File: config.mk
export PLATFORM = sky130hd
export DESIGN_NAME = uv_sphere_mesh_generator_flat
export DESIGN_NICKNAME = d
export VERILOG_FILES = /design/src/design/uvs_pkg.sv /design/src/design/uvs_ifc.sv /design/src/design/uv_sphere_mesh_generator.sv /design/src/design/uvs_front.sv /design/src/design/uvs_queue.sv /design/src/design/uvs_back.sv /design/src/flat_wrapper.sv
export SDC_FILE = /design/constraint.sdc
export NUM_CORES = 2
export LEC_CHECK = 0
export BUFFER_PORTS_ARGS = -buffer_cell sky130_fd_sc_hd__clkbuf_2
export CAP_MARGIN = 40
export CELL_PAD_IN_SITES_DETAIL_PLACEMENT = 0
export CELL_PAD_IN_SITES_GLOBAL_PLACEMENT = 1
export CORE_ASPECT_RATIO = 0.7
export CORE_MARGIN = 3
export CORE_UTILIZATION = 33
export CTS_BUF_LIST = sky130_fd_sc_hd__clkbuf_4 sky130_fd_sc_hd__clkbuf_8
export CTS_CLUSTER_DIAMETER = 200
export DETAILED_ROUTE_END_ITERATION = 8
export PLACE_DENSITY_LB_ADDON = 0.1
export SYNTH_ARGS = -nofsm -noshare
export SYNTH_HDL_FRONTEND = slang
export SYNTH_SLANG_ARGS = --single-unit
File: constraint.sdc
create_clock -name clk -period 26.6 [get_ports clk]
set_clock_uncertainty 0.1 [all_clocks]
set_input_delay 2.66 -clock clk [delete_from_list [all_inputs] [get_ports clk]]
set_output_delay 2.66 -clock clk [all_outputs]
set_load 0.1 [all_outputs]
File: src/design/uvs_pkg.sv
// Shared types and constants of the UV sphere mesh generator.
// Depends on nothing; the top level, front, queue and back end import it.
`default_nettype none

package uvs_pkg;

    // Widths of the carried ring/band indices and latched divisors.
    localparam int IDX_W = 8;
    localparam int DIV_W = 9;
    localparam int CORNER_W = 12;
    localparam int COORD_W = 16;
    localparam int CFG_IDX_W = 2;
    localparam int CFG_DATA_W = 7;

    // Configuration register indexes.
    localparam logic [CFG_IDX_W-1:0] CFG_LAT_DIVS = 2'd0;
    localparam logic [CFG_IDX_W-1:0] CFG_LNG_DIVS = 2'd1;

    localparam logic [CFG_DATA_W-1:0] DIVS_RESET = 7'd8;

    // Quarter-wave sine polynomial coefficients in unsigned Q30.
    localparam logic [30:0] K1 = 31'd1686629713;
    localparam logic [30:0] K3 = 31'd693598668;
    localparam logic [30:0] K5 = 31'd85569306;
    localparam logic [30:0] K7 = 31'd5026995;
    localparam logic [30:0] K9 = 31'd172272;
    localparam logic [30:0] ONE_Q30 = 31'd1073741824;

    localparam logic [15:0] QUARTER_TURN = 16'd16384;

    typedef enum logic [1:0] {
        PH_IDLE,
        PH_BOTTOM,
        PH_RING,
        PH_TRI
    } gen_phase_t;

    typedef enum logic [1:0] {
        OP_TOP,
        OP_BOTTOM,
        OP_RING,
        OP_TRI
    } op_t;

    typedef enum logic [2:0] {
        BK_IDLE,
        BK_DIV,
        BK_SQ,
        BK_HORN,
        BK_TFIN,
        BK_PX,
        BK_PZ,
        BK_OUT
    } back_state_t;

    // One classified command from the front to the back.
    typedef struct packed {
        op_t                 op;
        logic [IDX_W-1:0]    ring;
        logic [IDX_W-1:0]    band;
        logic [DIV_W-1:0]    nb_lat;
        logic [DIV_W-1:0]    nb_lng;
        logic [CORNER_W-1:0] corner_a;
        logic [CORNER_W-1:0] corner_b;
        logic [CORNER_W-1:0] corner_c;
        logic                final_item;
    } cmd_t;

endpackage

`default_nettype wire

File: src/design/uvs_ifc.sv
// Channel interfaces of the UV sphere mesh generator: request, result, configuration.
// Depends on nothing; field widths are written out as literals.
`default_nettype none

interface uvs_req_if;
    logic valid;
    logic ready;
    logic restart;
    modport source (output valid, output restart, input ready);
    modport sink (input valid, input restart, output ready);
endinterface

interface uvs_res_if;
    logic                valid;
    logic                ready;
    logic                item_kind;
    logic signed [15:0]  pos_x;
    logic signed [15:0]  pos_y;
    logic signed [15:0]  pos_z;
    logic [11:0]         corner_a;
    logic [11:0]         corner_b;
    logic [11:0]         corner_c;
    logic                final_item;
    modport source (output valid, output item_kind, output pos_x, output pos_y,
                    output pos_z, output corner_a, output corner_b, output corner_c,
                    output final_item, input ready);
    modport sink (input valid, input item_kind, input pos_x, input pos_y,
                  input pos_z, input corner_a, input corner_b, input corner_c,
                  input final_item, output ready);
endinterface

interface uvs_cfg_if;
    logic       valid;
    logic       ready;
    logic [1:0] index;
    logic [6:0] data;
    modport source (output valid, output index, output data, input ready);
    modport sink (input valid, input index, input data, output ready);
endinterface

`default_nettype wire

File: src/design/uv_sphere_mesh_generator.sv
// Top level of the UV sphere mesh generator: front end, command queue, back end.
// Depends on uvs_pkg, uvs_ifc, uvs_front, uvs_queue and uvs_back.
//
//   channel  direction  handshake        payload
//   cfg      in         valid / ready    index (2 bits), data (7 bits)
//   req      in         valid / ready    restart
//   res      out        valid / ready    item_kind, pos_x/y/z, corner_a/b/c, final_item
//
// A pole vertex or a triangle passes from its request transfer through a queue slot into
// the result register. A ring vertex takes two 16-bit angle divisions and four sines of
// six steps each on the one shared 31x31 multiplier, then two scaled products.
// Reset clears all control state; the divisor registers come up at eight.
// Requests are taken while the two-entry queue has room, so the front keeps accepting
// while the back end works or a result waits for its transfer.
`default_nettype none

module uv_sphere_mesh_generator #(
    parameter int MAX_DIVS = 64,
    parameter int FRAC_BITS = 15
) (
    input  wire logic  clk,
    input  wire logic  rst_n,
    uvs_cfg_if.sink    cfg,
    uvs_req_if.sink    req,
    uvs_res_if.source  res
);
    import uvs_pkg::*;

    // Commands travel from the front to the back through this queue.
    logic q_push, q_pop, q_full, q_empty;
    cmd_t q_push_cmd, q_head;

    uvs_front #(.MAX_DIVS(MAX_DIVS)) u_front (
        .clk      (clk),
        .rst_n    (rst_n),
        .cfg      (cfg),
        .req      (req),
        .q_full   (q_full),
        .push     (q_push),
        .push_cmd (q_push_cmd)
    );

    uvs_queue u_queue (
        .clk      (clk),
        .rst_n    (rst_n),
        .push     (q_push),
        .push_cmd (q_push_cmd),
        .pop      (q_pop),
        .full     (q_full),
        .empty    (q_empty),
        .head     (q_head)
    );

    // The back end owns the result register and drives the result channel.
    uvs_back #(.FRAC_BITS(FRAC_BITS)) u_back (
        .clk     (clk),
        .rst_n   (rst_n),
        .q_empty (q_empty),
        .head    (q_head),
        .pop     (q_pop),
        .res     (res)
    );

endmodule

`default_nettype wire

File: src/design/uvs_front.sv
// Front end: configuration registers, generation sequence and triangle corner indices.
// Depends on uvs_pkg and uvs_ifc; feeds commands into uvs_queue.
`default_nettype none

module uvs_front #(
    parameter int MAX_DIVS = 64
) (
    input  wire logic        clk,
    input  wire logic        rst_n,
    uvs_cfg_if.sink          cfg,
    uvs_req_if.sink          req,
    input  wire logic        q_full,
    output logic             push,
    output uvs_pkg::cmd_t    push_cmd
);
    import uvs_pkg::*;

    logic [CFG_DATA_W-1:0] lat_cfg_reg, lng_cfg_reg;
    gen_phase_t            phase_reg, phase_next;
    logic [IDX_W-1:0]      ring_reg, ring_next, band_reg, band_next;
    logic                  half_reg, half_next;
    logic [DIV_W-1:0]      nb_lat_reg, nb_lat_next, nb_lng_reg, nb_lng_next;

    logic                  take;
    logic [DIV_W-1:0]      yn;
    logic [IDX_W:0]        ring_inc, band_inc;
    logic [IDX_W:0]        right_ring;
    logic [2*DIV_W-1:0]    left_full, right_full;
    logic [CORNER_W-1:0]   left, right, iy;
    logic                  is_last_ring;

    function automatic logic [DIV_W-1:0] clampdiv(logic [CFG_DATA_W-1:0] v,
                                                  logic [DIV_W-1:0] lo);
        logic [DIV_W-1:0] w;
        w = DIV_W'(v);
        if (w < lo) return lo;
        if (w > DIV_W'(MAX_DIVS)) return DIV_W'(MAX_DIVS);
        return w;
    endfunction

    assign cfg.ready = 1'b1;
    assign req.ready = !q_full;
    assign take = req.valid && !q_full;

    assign yn = nb_lat_reg - 1'b1;
    assign ring_inc = {1'b0, ring_reg} + 1'b1;
    assign band_inc = {1'b0, band_reg} + 1'b1;
    assign right_ring = (DIV_W'(ring_inc) >= nb_lng_reg) ? '0 : ring_inc;
    assign left_full = (2*DIV_W)'(ring_reg) * (2*DIV_W)'(yn);
    assign right_full = (2*DIV_W)'(right_ring) * (2*DIV_W)'(yn);
    assign left = CORNER_W'(left_full);
    assign right = CORNER_W'(right_full);
    assign iy = CORNER_W'(band_reg);
    assign is_last_ring = (DIV_W'(ring_reg) == nb_lng_reg - 1'b1);

    always_ff @(posedge clk or negedge rst_n)
    begin
        if (!rst_n)
        begin
            lat_cfg_reg <= DIVS_RESET;
            lng_cfg_reg <= DIVS_RESET;
        end
        else if (cfg.valid)
        begin
            if (cfg.index == CFG_LAT_DIVS) lat_cfg_reg <= cfg.data;
            else if (cfg.index == CFG_LNG_DIVS) lng_cfg_reg <= cfg.data;
        end
    end

    always_ff @(posedge clk or negedge rst_n)
    begin
        if (!rst_n)
        begin
            phase_reg  <= PH_IDLE;
            ring_reg   <= '0;
            band_reg   <= '0;
            half_reg   <= 1'b0;
            nb_lat_reg <= DIV_W'(8);
            nb_lng_reg <= DIV_W'(8);
        end
        else
        begin
            phase_reg  <= phase_next;
            ring_reg   <= ring_next;
            band_reg   <= band_next;
            half_reg   <= half_next;
            nb_lat_reg <= nb_lat_next;
            nb_lng_reg <= nb_lng_next;
        end
    end

    // Next state of the generation sequence.
    always_comb
    begin
        phase_next  = phase_reg;
        ring_next   = ring_reg;
        band_next   = band_reg;
        half_next   = half_reg;
        nb_lat_next = nb_lat_reg;
        nb_lng_next = nb_lng_reg;
        if (take)
        begin
            if (req.restart)
            begin
                nb_lat_next = clampdiv(lat_cfg_reg, DIV_W'(2));
                nb_lng_next = clampdiv(lng_cfg_reg, DIV_W'(3));
                ring_next   = '0;
                band_next   = '0;
                half_next   = 1'b0;
                phase_next  = PH_BOTTOM;
            end
            else
            begin
                case (phase_reg)
                    PH_BOTTOM: phase_next = PH_RING;
                    PH_RING:
                    begin
                        band_next = IDX_W'(band_inc);
                        if (DIV_W'(band_inc) >= nb_lat_reg - 1'b1)
                        begin
                            band_next = '0;
                            ring_next = IDX_W'(ring_inc);
                            if (DIV_W'(ring_inc) >= nb_lng_reg)
                            begin
                                ring_next  = '0;
                                phase_next = PH_TRI;
                            end
                        end
                    end
                    PH_TRI:
                    begin
                        if (band_reg != '0 && DIV_W'(band_reg) != yn && !half_reg)
                        begin
                            half_next = 1'b1;
                        end
                        else
                        begin
                            half_next = 1'b0;
                            band_next = IDX_W'(band_inc);
                            if (DIV_W'(band_inc) >= nb_lat_reg)
                            begin
                                band_next = '0;
                                ring_next = IDX_W'(ring_inc);
                            end
                            if (DIV_W'(band_reg) == yn && is_last_ring)
                            begin
                                phase_next = PH_IDLE;
                                ring_next  = '0;
                                band_next  = '0;
                            end
                        end
                    end
                    default: phase_next = phase_reg;
                endcase
            end
        end
    end

    // Command handed to the back end.
    always_comb
    begin
        push = 1'b0;
        push_cmd = '0;
        push_cmd.op = OP_TOP;
        push_cmd.ring = ring_reg;
        push_cmd.band = band_reg;
        push_cmd.nb_lat = nb_lat_reg;
        push_cmd.nb_lng = nb_lng_reg;
        if (take)
        begin
            if (req.restart)
            begin
                push = 1'b1;
            end
            else
            begin
                case (phase_reg)
                    PH_BOTTOM:
                    begin
                        push = 1'b1;
                        push_cmd.op = OP_BOTTOM;
                    end
                    PH_RING:
                    begin
                        push = 1'b1;
                        push_cmd.op = OP_RING;
                    end
                    PH_TRI:
                    begin
                        push = 1'b1;
                        push_cmd.op = OP_TRI;
                        if (band_reg == '0)
                        begin
                            push_cmd.corner_a = '0;
                            push_cmd.corner_b = CORNER_W'(2) + left;
                            push_cmd.corner_c = CORNER_W'(2) + right;
                        end
                        else if (DIV_W'(band_reg) == yn)
                        begin
                            push_cmd.corner_a = CORNER_W'(1);
                            push_cmd.corner_b = CORNER_W'(1) + right + iy;
                            push_cmd.corner_c = CORNER_W'(1) + left + iy;
                            push_cmd.final_item = is_last_ring;
                        end
                        else if (!half_reg)
                        begin
                            push_cmd.corner_a = CORNER_W'(1) + right + iy;
                            push_cmd.corner_b = CORNER_W'(1) + left + iy;
                            push_cmd.corner_c = CORNER_W'(2) + left + iy;
                        end
                        else
                        begin
                            push_cmd.corner_a = CORNER_W'(2) + left + iy;
                            push_cmd.corner_b = CORNER_W'(2) + right + iy;
                            push_cmd.corner_c = CORNER_W'(1) + right + iy;
                        end
                    end
                    default: push = 1'b0;
                endcase
            end
        end
    end

endmodule

`default_nettype wire

File: src/design/uvs_queue.sv
// Two-entry command queue between the front and back ends.
// Depends on uvs_pkg for the command type.
`default_nettype none

module uvs_queue (
    input  wire logic          clk,
    input  wire logic          rst_n,
    input  wire logic          push,
    input  wire uvs_pkg::cmd_t push_cmd,
    input  wire logic          pop,
    output logic               full,
    output logic               empty,
    output uvs_pkg::cmd_t      head
);
    import uvs_pkg::*;

    cmd_t       slot_reg [2];
    logic       wr_ptr_reg, rd_ptr_reg;
    logic [1:0] count_reg;

    assign full  = (count_reg == 2'd2);
    assign empty = (count_reg == 2'd0);
    assign head  = slot_reg[rd_ptr_reg];

    always_ff @(posedge clk)
    begin
        if (push) slot_reg[wr_ptr_reg] <= push_cmd;
    end

    always_ff @(posedge clk or negedge rst_n)
    begin
        if (!rst_n)
        begin
            wr_ptr_reg <= 1'b0;
            rd_ptr_reg <= 1'b0;
            count_reg  <= 2'd0;
        end
        else
        begin
            if (push) wr_ptr_reg <= !wr_ptr_reg;
            if (pop) rd_ptr_reg <= !rd_ptr_reg;
            count_reg <= count_reg + {1'b0, push} - {1'b0, pop};
        end
    end

endmodule

`default_nettype wire

File: src/design/uvs_back.sv
// Back end: angle divider, shared-multiplier sine sequencer and the result register.
// Depends on uvs_pkg and uvs_ifc; takes commands from uvs_queue.
`default_nettype none

module uvs_back #(
    parameter int FRAC_BITS = 15
) (
    input  wire logic          clk,
    input  wire logic          rst_n,
    input  wire logic          q_empty,
    input  wire uvs_pkg::cmd_t head,
    output logic               pop,
    uvs_res_if.source          res
);
    import uvs_pkg::*;

    localparam int HP_S = 61 - FRAC_BITS;
    localparam int HO_S = 31 - FRAC_BITS;
    localparam int NUM_W = 16 + DIV_W;
    localparam logic [63:0] POLE = 64'd1 << (FRAC_BITS - 1);

    back_state_t       state_reg, state_next;
    cmd_t              job_reg;
    logic              div_lng_reg;
    logic [3:0]        div_cnt_reg;
    logic [NUM_W-1:0]  num_reg;
    logic [DIV_W-1:0]  den_reg;
    logic [DIV_W:0]    rem_reg;
    logic [15:0]       quo_reg;
    logic [15:0]       lng_ph_reg, lat_ph_reg;
    logic [1:0]        sin_sel_reg, horn_cnt_reg;
    logic [30:0]       t_reg, u_reg, p_reg;
    logic [30:0]       mag_reg [4];
    logic [3:0]        neg_reg;
    logic [15:0]       x_reg, z_reg;

    logic              out_free, direct_load, ring_load;
    logic [DIV_W:0]    rem_sh;
    logic              rem_ge;
    logic [15:0]       ph;
    logic [13:0]       ph_r;
    logic [14:0]       arg;
    logic [30:0]       t_new;
    logic [30:0]       mul_a, mul_b;
    logic [61:0]       prod;
    logic [30:0]       prod_q30;
    logic [30:0]       horn_k;
    logic [62:0]       hp_sum;
    logic [15:0]       hp_mag;
    logic              hp_neg;
    logic [31:0]       y_sum;
    logic [15:0]       y_mag, y_val;

    assign out_free    = !res.valid || res.ready;
    assign direct_load = (state_reg == BK_IDLE) && !q_empty && head.op != OP_RING && out_free;
    assign ring_load   = (state_reg == BK_IDLE) && !q_empty && head.op == OP_RING;
    assign pop         = direct_load || ring_load;

    // Restoring division, one quotient bit per cycle.
    assign rem_sh = {rem_reg[DIV_W-1:0], num_reg[div_cnt_reg]};
    assign rem_ge = (rem_sh >= {1'b0, den_reg});

    // Sine argument folding for the current of the four sines.
    assign ph    = (sin_sel_reg[1] ? lat_ph_reg : lng_ph_reg)
                   + (sin_sel_reg[0] ? QUARTER_TURN : 16'd0);
    assign ph_r  = ph[13:0];
    assign arg   = ph[14] ? (15'd16384 - {1'b0, ph_r}) : {1'b0, ph_r};
    assign t_new = {arg, 16'd0};

    always_comb
    begin
        case (state_reg)
            BK_SQ:   begin mul_a = t_new;      mul_b = t_new;      end
            BK_HORN: begin mul_a = p_reg;      mul_b = u_reg;      end
            BK_TFIN: begin mul_a = p_reg;      mul_b = t_reg;      end
            BK_PX:   begin mul_a = mag_reg[0]; mul_b = mag_reg[2]; end
            BK_PZ:   begin mul_a = mag_reg[1]; mul_b = mag_reg[2]; end
            default: begin mul_a = '0;         mul_b = '0;         end
        endcase
    end

    assign prod     = {31'd0, mul_a} * {31'd0, mul_b};
    assign prod_q30 = prod[60:30];

    always_comb
    begin
        case (horn_cnt_reg)
            2'd0:    horn_k = K7;
            2'd1:    horn_k = K5;
            2'd2:    horn_k = K3;
            default: horn_k = K1;
        endcase
    end

    assign hp_sum = {1'b0, prod} + (63'd1 << (HP_S - 1));
    assign hp_mag = 16'(hp_sum >> HP_S);
    assign hp_neg = (state_reg == BK_PX) ? (neg_reg[0] ^ neg_reg[2])
                                         : (neg_reg[1] ^ neg_reg[2]);

    assign y_sum = {1'b0, mag_reg[3]} + (32'd1 << (HO_S - 1));
    assign y_mag = 16'(y_sum >> HO_S);
    assign y_val = neg_reg[3] ? (16'd0 - y_mag) : y_mag;

    // Next state of the sequencer.
    always_comb
    begin
        state_next = state_reg;
        case (state_reg)
            BK_IDLE: if (ring_load) state_next = BK_DIV;
            BK_DIV:  if (div_cnt_reg == 4'd0 && !div_lng_reg) state_next = BK_SQ;
            BK_SQ:   state_next = BK_HORN;
            BK_HORN: if (horn_cnt_reg == 2'd3) state_next = BK_TFIN;
            BK_TFIN: state_next = (sin_sel_reg == 2'd3) ? BK_PX : BK_SQ;
            BK_PX:   state_next = BK_PZ;
            BK_PZ:   state_next = BK_OUT;
            BK_OUT:  if (out_free) state_next = BK_IDLE;
            default: state_next = BK_IDLE;
        endcase
    end

    always_ff @(posedge clk or negedge rst_n)
    begin
        if (!rst_n)
        begin
            state_reg <= BK_IDLE;
            res.valid <= 1'b0;
        end
        else
        begin
            state_reg <= state_next;
            if (direct_load || (state_reg == BK_OUT && out_free)) res.valid <= 1'b1;
            else if (res.ready) res.valid <= 1'b0;
        end
    end

    // Datapath registers.
    always_ff @(posedge clk)
    begin
        case (state_reg)
            BK_IDLE:
            begin
                if (ring_load)
                begin
                    job_reg     <= head;
                    div_lng_reg <= 1'b1;
                    div_cnt_reg <= 4'd15;
                    num_reg     <= NUM_W'({head.ring, 16'd0}) + NUM_W'(head.nb_lng >> 1);
                    den_reg     <= head.nb_lng;
                    rem_reg     <= {1'b0, head.ring, 1'b0} >> 1;
                end
            end
            BK_DIV:
            begin
                quo_reg[div_cnt_reg] <= rem_ge;
                if (div_cnt_reg == 4'd0 && div_lng_reg)
                begin
                    // Longitude phase done; set up the latitude division.
                    lng_ph_reg  <= {quo_reg[15:1], rem_ge};
                    div_lng_reg <= 1'b0;
                    div_cnt_reg <= 4'd15;
                    num_reg     <= ((NUM_W'(job_reg.band) + 1'b1) << 15)
                                   + NUM_W'(job_reg.nb_lat >> 1);
                    den_reg     <= job_reg.nb_lat;
                    rem_reg     <= (DIV_W+1)'(((NUM_W'(job_reg.band) + 1'b1) << 15)
                                   + NUM_W'(job_reg.nb_lat >> 1) >> 16);
                end
                else
                begin
                    rem_reg <= rem_ge ? (rem_sh - {1'b0, den_reg}) : rem_sh;
                    div_cnt_reg <= div_cnt_reg - 1'b1;
                    if (div_cnt_reg == 4'd0)
                    begin
                        lat_ph_reg  <= {quo_reg[15:1], rem_ge};
                        sin_sel_reg <= 2'd0;
                    end
                end
            end
            BK_SQ:
            begin
                t_reg <= t_new;
                u_reg <= prod_q30;
                p_reg <= K9;
                horn_cnt_reg <= 2'd0;
                neg_reg[sin_sel_reg] <= ph[15];
            end
            BK_HORN:
            begin
                p_reg <= horn_k - prod_q30;
                horn_cnt_reg <= horn_cnt_reg + 1'b1;
            end
            BK_TFIN:
            begin
                mag_reg[sin_sel_reg] <= (prod_q30 > ONE_Q30) ? ONE_Q30 : prod_q30;
                sin_sel_reg <= sin_sel_reg + 1'b1;
            end
            BK_PX: x_reg <= hp_neg ? (16'd0 - hp_mag) : hp_mag;
            BK_PZ: z_reg <= hp_neg ? (16'd0 - hp_mag) : hp_mag;
            default: ;
        endcase

        if (direct_load)
        begin
            res.item_kind  <= (head.op == OP_TRI);
            res.pos_x      <= '0;
            res.pos_z      <= '0;
            res.pos_y      <= (head.op == OP_TOP) ? 16'(POLE)
                            : (head.op == OP_BOTTOM) ? 16'(64'd0 - POLE) : 16'd0;
            res.corner_a   <= head.corner_a;
            res.corner_b   <= head.corner_b;
            res.corner_c   <= head.corner_c;
            res.final_item <= head.final_item;
        end
        else if (state_reg == BK_OUT && out_free)
        begin
            res.item_kind  <= 1'b0;
            res.pos_x      <= x_reg;
            res.pos_y      <= y_val;
            res.pos_z      <= z_reg;
            res.corner_a   <= '0;
            res.corner_b   <= '0;
            res.corner_c   <= '0;
            res.final_item <= 1'b0;
        end
    end

endmodule

`default_nettype wire

File: src/flat_wrapper.sv
// flat-port wrapper written by rule: the top's interface ports become plain ports
module uv_sphere_mesh_generator_flat import uvs_pkg::*;
#(
    parameter int MAX_DIVS = 64,
    parameter int FRAC_BITS = 15
)
  (clk, rst_n, cfg_valid, cfg_index, cfg_data, cfg_ready, req_valid, req_restart, req_ready, res_valid, res_item_kind, res_pos_x, res_pos_y, res_pos_z, res_corner_a, res_corner_b, res_corner_c, res_final_item, res_ready);
  uvs_cfg_if cfg_i ();
  uvs_req_if req_i ();
  uvs_res_if res_i ();
  input  wire logic clk;
  input  wire logic rst_n;
  input wire logic [$bits(cfg_i.valid)-1:0] cfg_valid;
  input wire logic [$bits(cfg_i.index)-1:0] cfg_index;
  input wire logic [$bits(cfg_i.data)-1:0] cfg_data;
  output wire logic [$bits(cfg_i.ready)-1:0] cfg_ready;
  input wire logic [$bits(req_i.valid)-1:0] req_valid;
  input wire logic [$bits(req_i.restart)-1:0] req_restart;
  output wire logic [$bits(req_i.ready)-1:0] req_ready;
  output wire logic [$bits(res_i.valid)-1:0] res_valid;
  output wire logic [$bits(res_i.item_kind)-1:0] res_item_kind;
  output wire logic [$bits(res_i.pos_x)-1:0] res_pos_x;
  output wire logic [$bits(res_i.pos_y)-1:0] res_pos_y;
  output wire logic [$bits(res_i.pos_z)-1:0] res_pos_z;
  output wire logic [$bits(res_i.corner_a)-1:0] res_corner_a;
  output wire logic [$bits(res_i.corner_b)-1:0] res_corner_b;
  output wire logic [$bits(res_i.corner_c)-1:0] res_corner_c;
  output wire logic [$bits(res_i.final_item)-1:0] res_final_item;
  input wire logic [$bits(res_i.ready)-1:0] res_ready;
  assign cfg_i.valid = cfg_valid;
  assign cfg_i.index = cfg_index;
  assign cfg_i.data = cfg_data;
  assign cfg_ready = cfg_i.ready;
  assign req_i.valid = req_valid;
  assign req_i.restart = req_restart;
  assign req_ready = req_i.ready;
  assign res_valid = res_i.valid;
  assign res_item_kind = res_i.item_kind;
  assign res_pos_x = res_i.pos_x;
  assign res_pos_y = res_i.pos_y;
  assign res_pos_z = res_i.pos_z;
  assign res_corner_a = res_i.corner_a;
  assign res_corner_b = res_i.corner_b;
  assign res_corner_c = res_i.corner_c;
  assign res_final_item = res_i.final_item;
  assign res_i.ready = res_ready;
  uv_sphere_mesh_generator #(.MAX_DIVS(MAX_DIVS), .FRAC_BITS(FRAC_BITS)) u_core (.clk(clk), .rst_n(rst_n), .cfg(cfg_i), .req(req_i), .res(res_i));
endmodule
== Yosys cells after proc, flatten, opt, wreduce, memory -nomap -nowiden ==
Memory sizes are Yosys's and may differ from the RTL's.
Cells that the tools add are included.
Storage, ports and cells
  register bits after elaboration: 366
  bits in writable memories: 270
  input port bits: 15
  output and inout port bits: 89
  word-level logic and storage cells: 302
  memories kept: 2
Memories
  u_core.u_queue.slot_reg: depth 2, bits a word 73, rd ports 1, clocked after Yosys merged registers in 0, write ports 1, line uvs_queue.sv:17  | cmd_t slot_reg [2];
  u_core.u_back.mag_reg: depth 4, bits a word 31, rd ports 4, clocked after Yosys merged registers in 0, write ports 1, line uvs_back.sv:33  | logic [30:0] mag_reg [4];
Operators by class
  add/subtract/negate cells: 28
  multipliers: 3
  order comparisons: 14
  equality and inequality tests: 35
  muxes and demuxes: 121
  bitwise operators: 4
  reduce and logical (&&, ||, !) cells: 56
Operator list (number)
  $pmux 31 s4: 2
  $mux 16: 9
  $mux 9: 14
  $mux 37: 3
  $mux 36: 3
  $pmux 31 s3: 1
  $mux 8: 11
  $add 62x46->62 const B: 1
  $mul 31x31->62: 1
  $pmux 31 s2: 1
  $add 12x8->12: 4
  $mux 12: 4
  $mux 1: 37
  $pmux 9 s2: 2
  $add 31x16->32 const B: 1
  $pmux 16 s2: 1
  $pmux 8 s2: 2
  $sub 1x16->16 const A: 2
  $gt 31x31->1 const B: 1
  $mux 31: 1
  $sub 31x31->31: 1
  $mux 15: 2
  $add 8x1->9 const B: 3
  $ge 9x9->1: 3
  other kinds (65): 151

== Logic depth before layout (Yosys ltp) ==
  depth in word-level cells: 12
  depth in mapped cells: 50
  gate-level depth less buffers: 47

== Hierarchy ==
A second synthesis with hierarchy kept.
Second synthesis, totals
  cell total of the unflattened synthesis: 6620
  area total of the unflattened synthesis: 65167.5 um^2
Modules (own cells, without submodules)
  uvs_back: times used 1, cells an instance 5166, area an instance 49802.8 um^2
  uvs_front: times used 1, cells an instance 1212, area an instance 9653.0 um^2
  uvs_queue: times used 1, cells an instance 242, area an instance 5711.7 um^2

== Worst setup path before layout ==
No wires, ideal clock.
  kind: register to register
  start point: register u_core.u_back.state_reg[1]
  end point: register u_core.u_back.p_reg[30], data pin
  library setup time: 0.266 ns
  arrival: 13.449 ns
  required time: 26.234 ns
  path slack: 12.785 ns
  cell stages (with the launch flop): 45
  clock period less this slack: 13.815 ns
  path through: dfrtp_1 > buf_6 > nor2b_1 > clkbuf_1 > nor2b_1 > clkbuf_1 > clkbuf_1 > nand2_1 > nand2_1 > clkbuf_1 > nand2_1 > fa_1 > inv_1 > fa_1 > fa_1 > inv_1 > fa_1 > inv_1 > [... 9 more ...] > nor3b_2 > o21ai_1 > a41oi_1 > xnor2_1 > ha_1 > a21oi_1 > o21ai_0 > a21o_1 > o31a_1 > nor4bb_1 > a211o_1 > a31oi_1 > a31o_2 > a31o_2 > a21o_1 > o31ai_1 > xnor2_1 > nor2_1
On the way
  longest elaborated chain between the ends: 6
  elaborated cells between the ends (all ways): 12
Ends and longest elaborated chain
  from (decl): line uvs_back.sv:22  | back_state_t state_reg, state_next;
  from (signal assigned): line uvs_back.sv:130  | state_reg <= state_next;
  $eq 3x2->1 or $eq 3x3->1 (tied branches): line uvs_back.sv:72, uvs_back.sv:139
  $reduce_or 2->1 (no line)
  $pmux 31 s4: line uvs_back.sv:72  | case (state_reg)
  $mul 31x31->62: line uvs_back.sv:82  | assign prod = {31'd0, mul_a} * {31'd0, mul_b};
  $sub 31x31->31: line uvs_back.sv:188  | p_reg <= horn_k - prod_q30;
  $pmux 31 s2 (*): line uvs_back.sv:139  | case (state_reg)
  to (signal assigned): line uvs_back.sv:188
  to (decl): line uvs_back.sv:32  | logic [30:0] t_reg, u_reg, p_reg;
Mark *: on every way between the ends. The rest lies on a longest branch, timed or not.
A chain may end at the register's enable or synchronous reset.

== Final worst setup path ==
  start point: register u_core.u_back.state_reg[2]
  end point: register u_core.u_back.p_reg[30], data pin
The elaborated chain is that of the path after synthesis.

==> flow_summary.json <==
{
  "grt_pass1_vias": 47266,
  "netlist_instances": 6510,
  "cpMostUsedCell": "fa_1",
  "instances_no_fill": 9203,
  "viasPerCell": 5.114,
  "fin_util_pct": 36.62,
  "port_buffers": 102,
  "yosys_warnings": 0,
  "drv_cap": 0,
  "async_flop_share_pct": 9.338,
  "vias": 47062,
  "dieHeight_um": 373.1,
  "grt_max_degree": 57,
  "clk_latency_ns": 0.79,
  "cts_setup_buffers": 0,
  "cp.arrival_ns": 15.78,
  "dr.pass1.iters": 5,
  "cts_resized": 0,
  "antenna_left": 0,
  "netlist_area_sq_um": 63510,
  "cts_root_buffer": "clkbuf_8",
  "max_freq_mhz": 65.14,
  "pin_count": 104,
  "cp_max_fo": 56,
  "cts_buffers": 93,
  "hpwl_um": 181200,
  "relSlewSlack_pct": 31.83,
  "placedCellCount": 9021,
  "global_route.overflow_total": 0,
  "die-area_sq_um": 197900,
  "ys_seq_area_share_pct": 26.92,
  "cts_tree": "built",
  "syn_avg_cell_area_sq_um": 9.756,
  "hold_viol": 0,
  "cp_slowest_cell": "xnor2_1",
  "hp-class": "register to register",
  "largest_reg_flops": 138,
  "slew_viol_final": 0,
  "cts_sinks": 589,
  "ys.flop_type": "edfxtp_1",
  "nNetsFinal": 7947,
  "ys_types": 95,
  "finalCriticalPeriod_ns": 15.35,
  "required_ns": 27.03,
  "fin_ws_ns": 11.25,
  "die_w_um": 530.4,
  "grt.total_usage_pct": 23.61,
  "synth_seq_cells": 589,
  "clk_pin_slew_worst_paths_ns": 0.07,
  "clockBufferDepth": 3,
  "ctsHtreeMaxLevel": 3,
  "post_drt_wl_per_cell_um": 25.42,
  "fin_crit_sh_pct": 57.71,
  "grt_setup_unrepaired": "no",
  "endpoint_kind": "register",
  "wirelength_um": 233900,
  "critPathKind": "register to register",
  "rrSetupSlack_ns": 11.25,
  "hold_buffers": 0,
  "syn2layout_area_growth_pct": 10.12,
  "fill_cells": 19412,
  "worst_pin_slew_ns": 1.023,
  "finalSetupTns_ns": 0,
  "synth-edff-count": 502,
  "place_congestion": 0.8887,
  "grt_pass1_wl_um": 340100,
  "core_area_sq_um": 191000,
  "initialDrtViolationCount": 4247,
  "crit_path_start_kind": "register",
  "dp_slack_ns": 11.51,
  "slowest_delay_ns": 0.79,
  "setup-violations-final": 0,
  "grt_antenna_before_repair": 15,
  "start_util_pct": 33.26,
  "status": "complete, no violations",
  "drc_errors": 0,
  "rows": 134,
  "drive_gt1_share_pct": 8.963
}
## cells in the mapped netlist (7+ instances only)
master,count,share of area [%]
a211oi_1,37,0.44
a21boi_0,7,0.083
a21o_1,72,0.85
a21oi_1,175,1.4
a221o_1,22,0.35
a221oi_1,17,0.23
a22o_1,75,1.0
a22oi_1,31,0.37
a31oi_1,23,0.23
and2_1,110,1.1
and3_1,39,0.38
and4_1,10,0.14
buf_1,15,0.089
clkbuf_1,284,1.7
dfrtp_1,51,2.0
dfxtp_1,32,1.0
edfxtp_1,502,24
fa_1,913,29
ha_1,416,8.2
inv_1,1097,6.5
mux2_2,39,0.69
mux2i_1,86,1.4
nand2_1,1047,6.2
nand2b_1,51,0.50
nand3_1,92,0.72
nand4_1,32,0.32
nor2_1,507,3.0
nor2b_1,40,0.39
nor3_1,50,0.39
nor4_1,11,0.11
o211ai_1,30,0.35
o21a_1,11,0.13
o21ai_0,128,1.0
o21bai_1,30,0.35
o31ai_1,16,0.19
or2_2,17,0.17
or3_1,11,0.11
xnor2_1,168,2.3
xor2_1,79,1.1
## worst max-delay path, delay by kind of cell, from the launching register on
family	cells	cell delay (ns)
AOI/OAI and AO/OA	14	3.62
xor gates and xnor gates	2	0.95
adders and majority gates	10	4.90
buffers and inverters	6	1.90
DFF	1	0.75
and+or+nand+nor	10	2.76
## per-layer routing
layer	up-vias	wire, um	part of all wire (%)	global-route usage (%)
met2	1579	86010	37	29.55
li1	20992	-	-	-
met3	145	21890	9.4	7.003
met5	-	0	0	0
met1	24346	123600	53	39.45
met4	0	2403	1.0	2.798
## cell usage in the layout (no fill, tap or decap), types with 26 or more instances in the layout
cell	count
inv_1	1097
nand2_1	1044
fa_1	913
nor2_1	503
edfxtp_1	502
ha_1	416
buf_4	177
a21oi_1	175
xnor2_1	167
o21ai_0	127
and2_1	109
clkbuf_2	102
clkbuf_8	98
nand3_1	92
mux2i_1	85
xor2_1	79
a21o_1	72
a22o_1	65
nand2b_1	51
nor3_1	50
dfrtp_1	49
and3_1	39
mux2_2	39
nor2b_1	36
a211oi_1	36
nand4_1	32
dfxtp_1	32
o211ai_1	30
o21bai_1	30
clkinv_1	30
clkbuf_4	26
## layout make-up
type | instances | area, sq um | area share [%]
clock inverters | 51 | 427.9 | 0.6118
flip-flops and latches | 589 | 17100 | 24.45
diodes | 4 | 10.01 | 0.01431
repair buffers | 300 | 2212 | 3.163
inverters | 1109 | 4163 | 5.952
well taps | 2516 | 3148 | 4.501
clock buffers | 124 | 1544 | 2.208
multi-input cells | 4510 | 41330 | 59.10
## cells by family after synthesis
| family | share of synthesized area, % |
|---|---|
| and+or+nand+nor | 14.09 |
| DFF | 26.92 |
| buffers and inverters | 8.416 |
| muxes | 2.082 |
| xor gates and xnor gates | 3.526 |
| other | 0.01182 |
| AOI/OAI and AO/OA | 7.980 |
| adders and majority gates | 36.97 |
## worst paths after layout
check | to | startpoint | cells past startpoint
hold reg to reg | u_core.u_back.lat_ph_reg[9] | u_core.u_back.quo_reg[9] | 0
setup reg to reg | u_core.u_back.p_reg[30] | u_core.u_back.state_reg[2] | 42
max in group asynchronous | u_core.u_back.state_reg[2] | rst_n | 2
setup / recovery | u_core.u_back.p_reg[30] | u_core.u_back.state_reg[2] | 42
min in group asynchronous | u_core.u_front.phase_reg[0] | rst_n | 2
hold / removal | u_core.u_back.lat_ph_reg[9] | u_core.u_back.quo_reg[9] | 0
## per-stage QoR
| stage | hold WS [ns] | cell area [sq um] |
|---|---|---|
| global route | 0.3656 | 69930 |
| finish | 0.3494 | 69940 |
| floorplan | 0.3215 | 63540 |
| global placement | 0.3356 | 67550 |
| detailed placement | 0.3364 | 67920 |
| CTS | 0.3512 | 69890 |
Power is not shown: default switching activity piles up to over one toggle a cycle in this logic, so the estimate is an artifact.
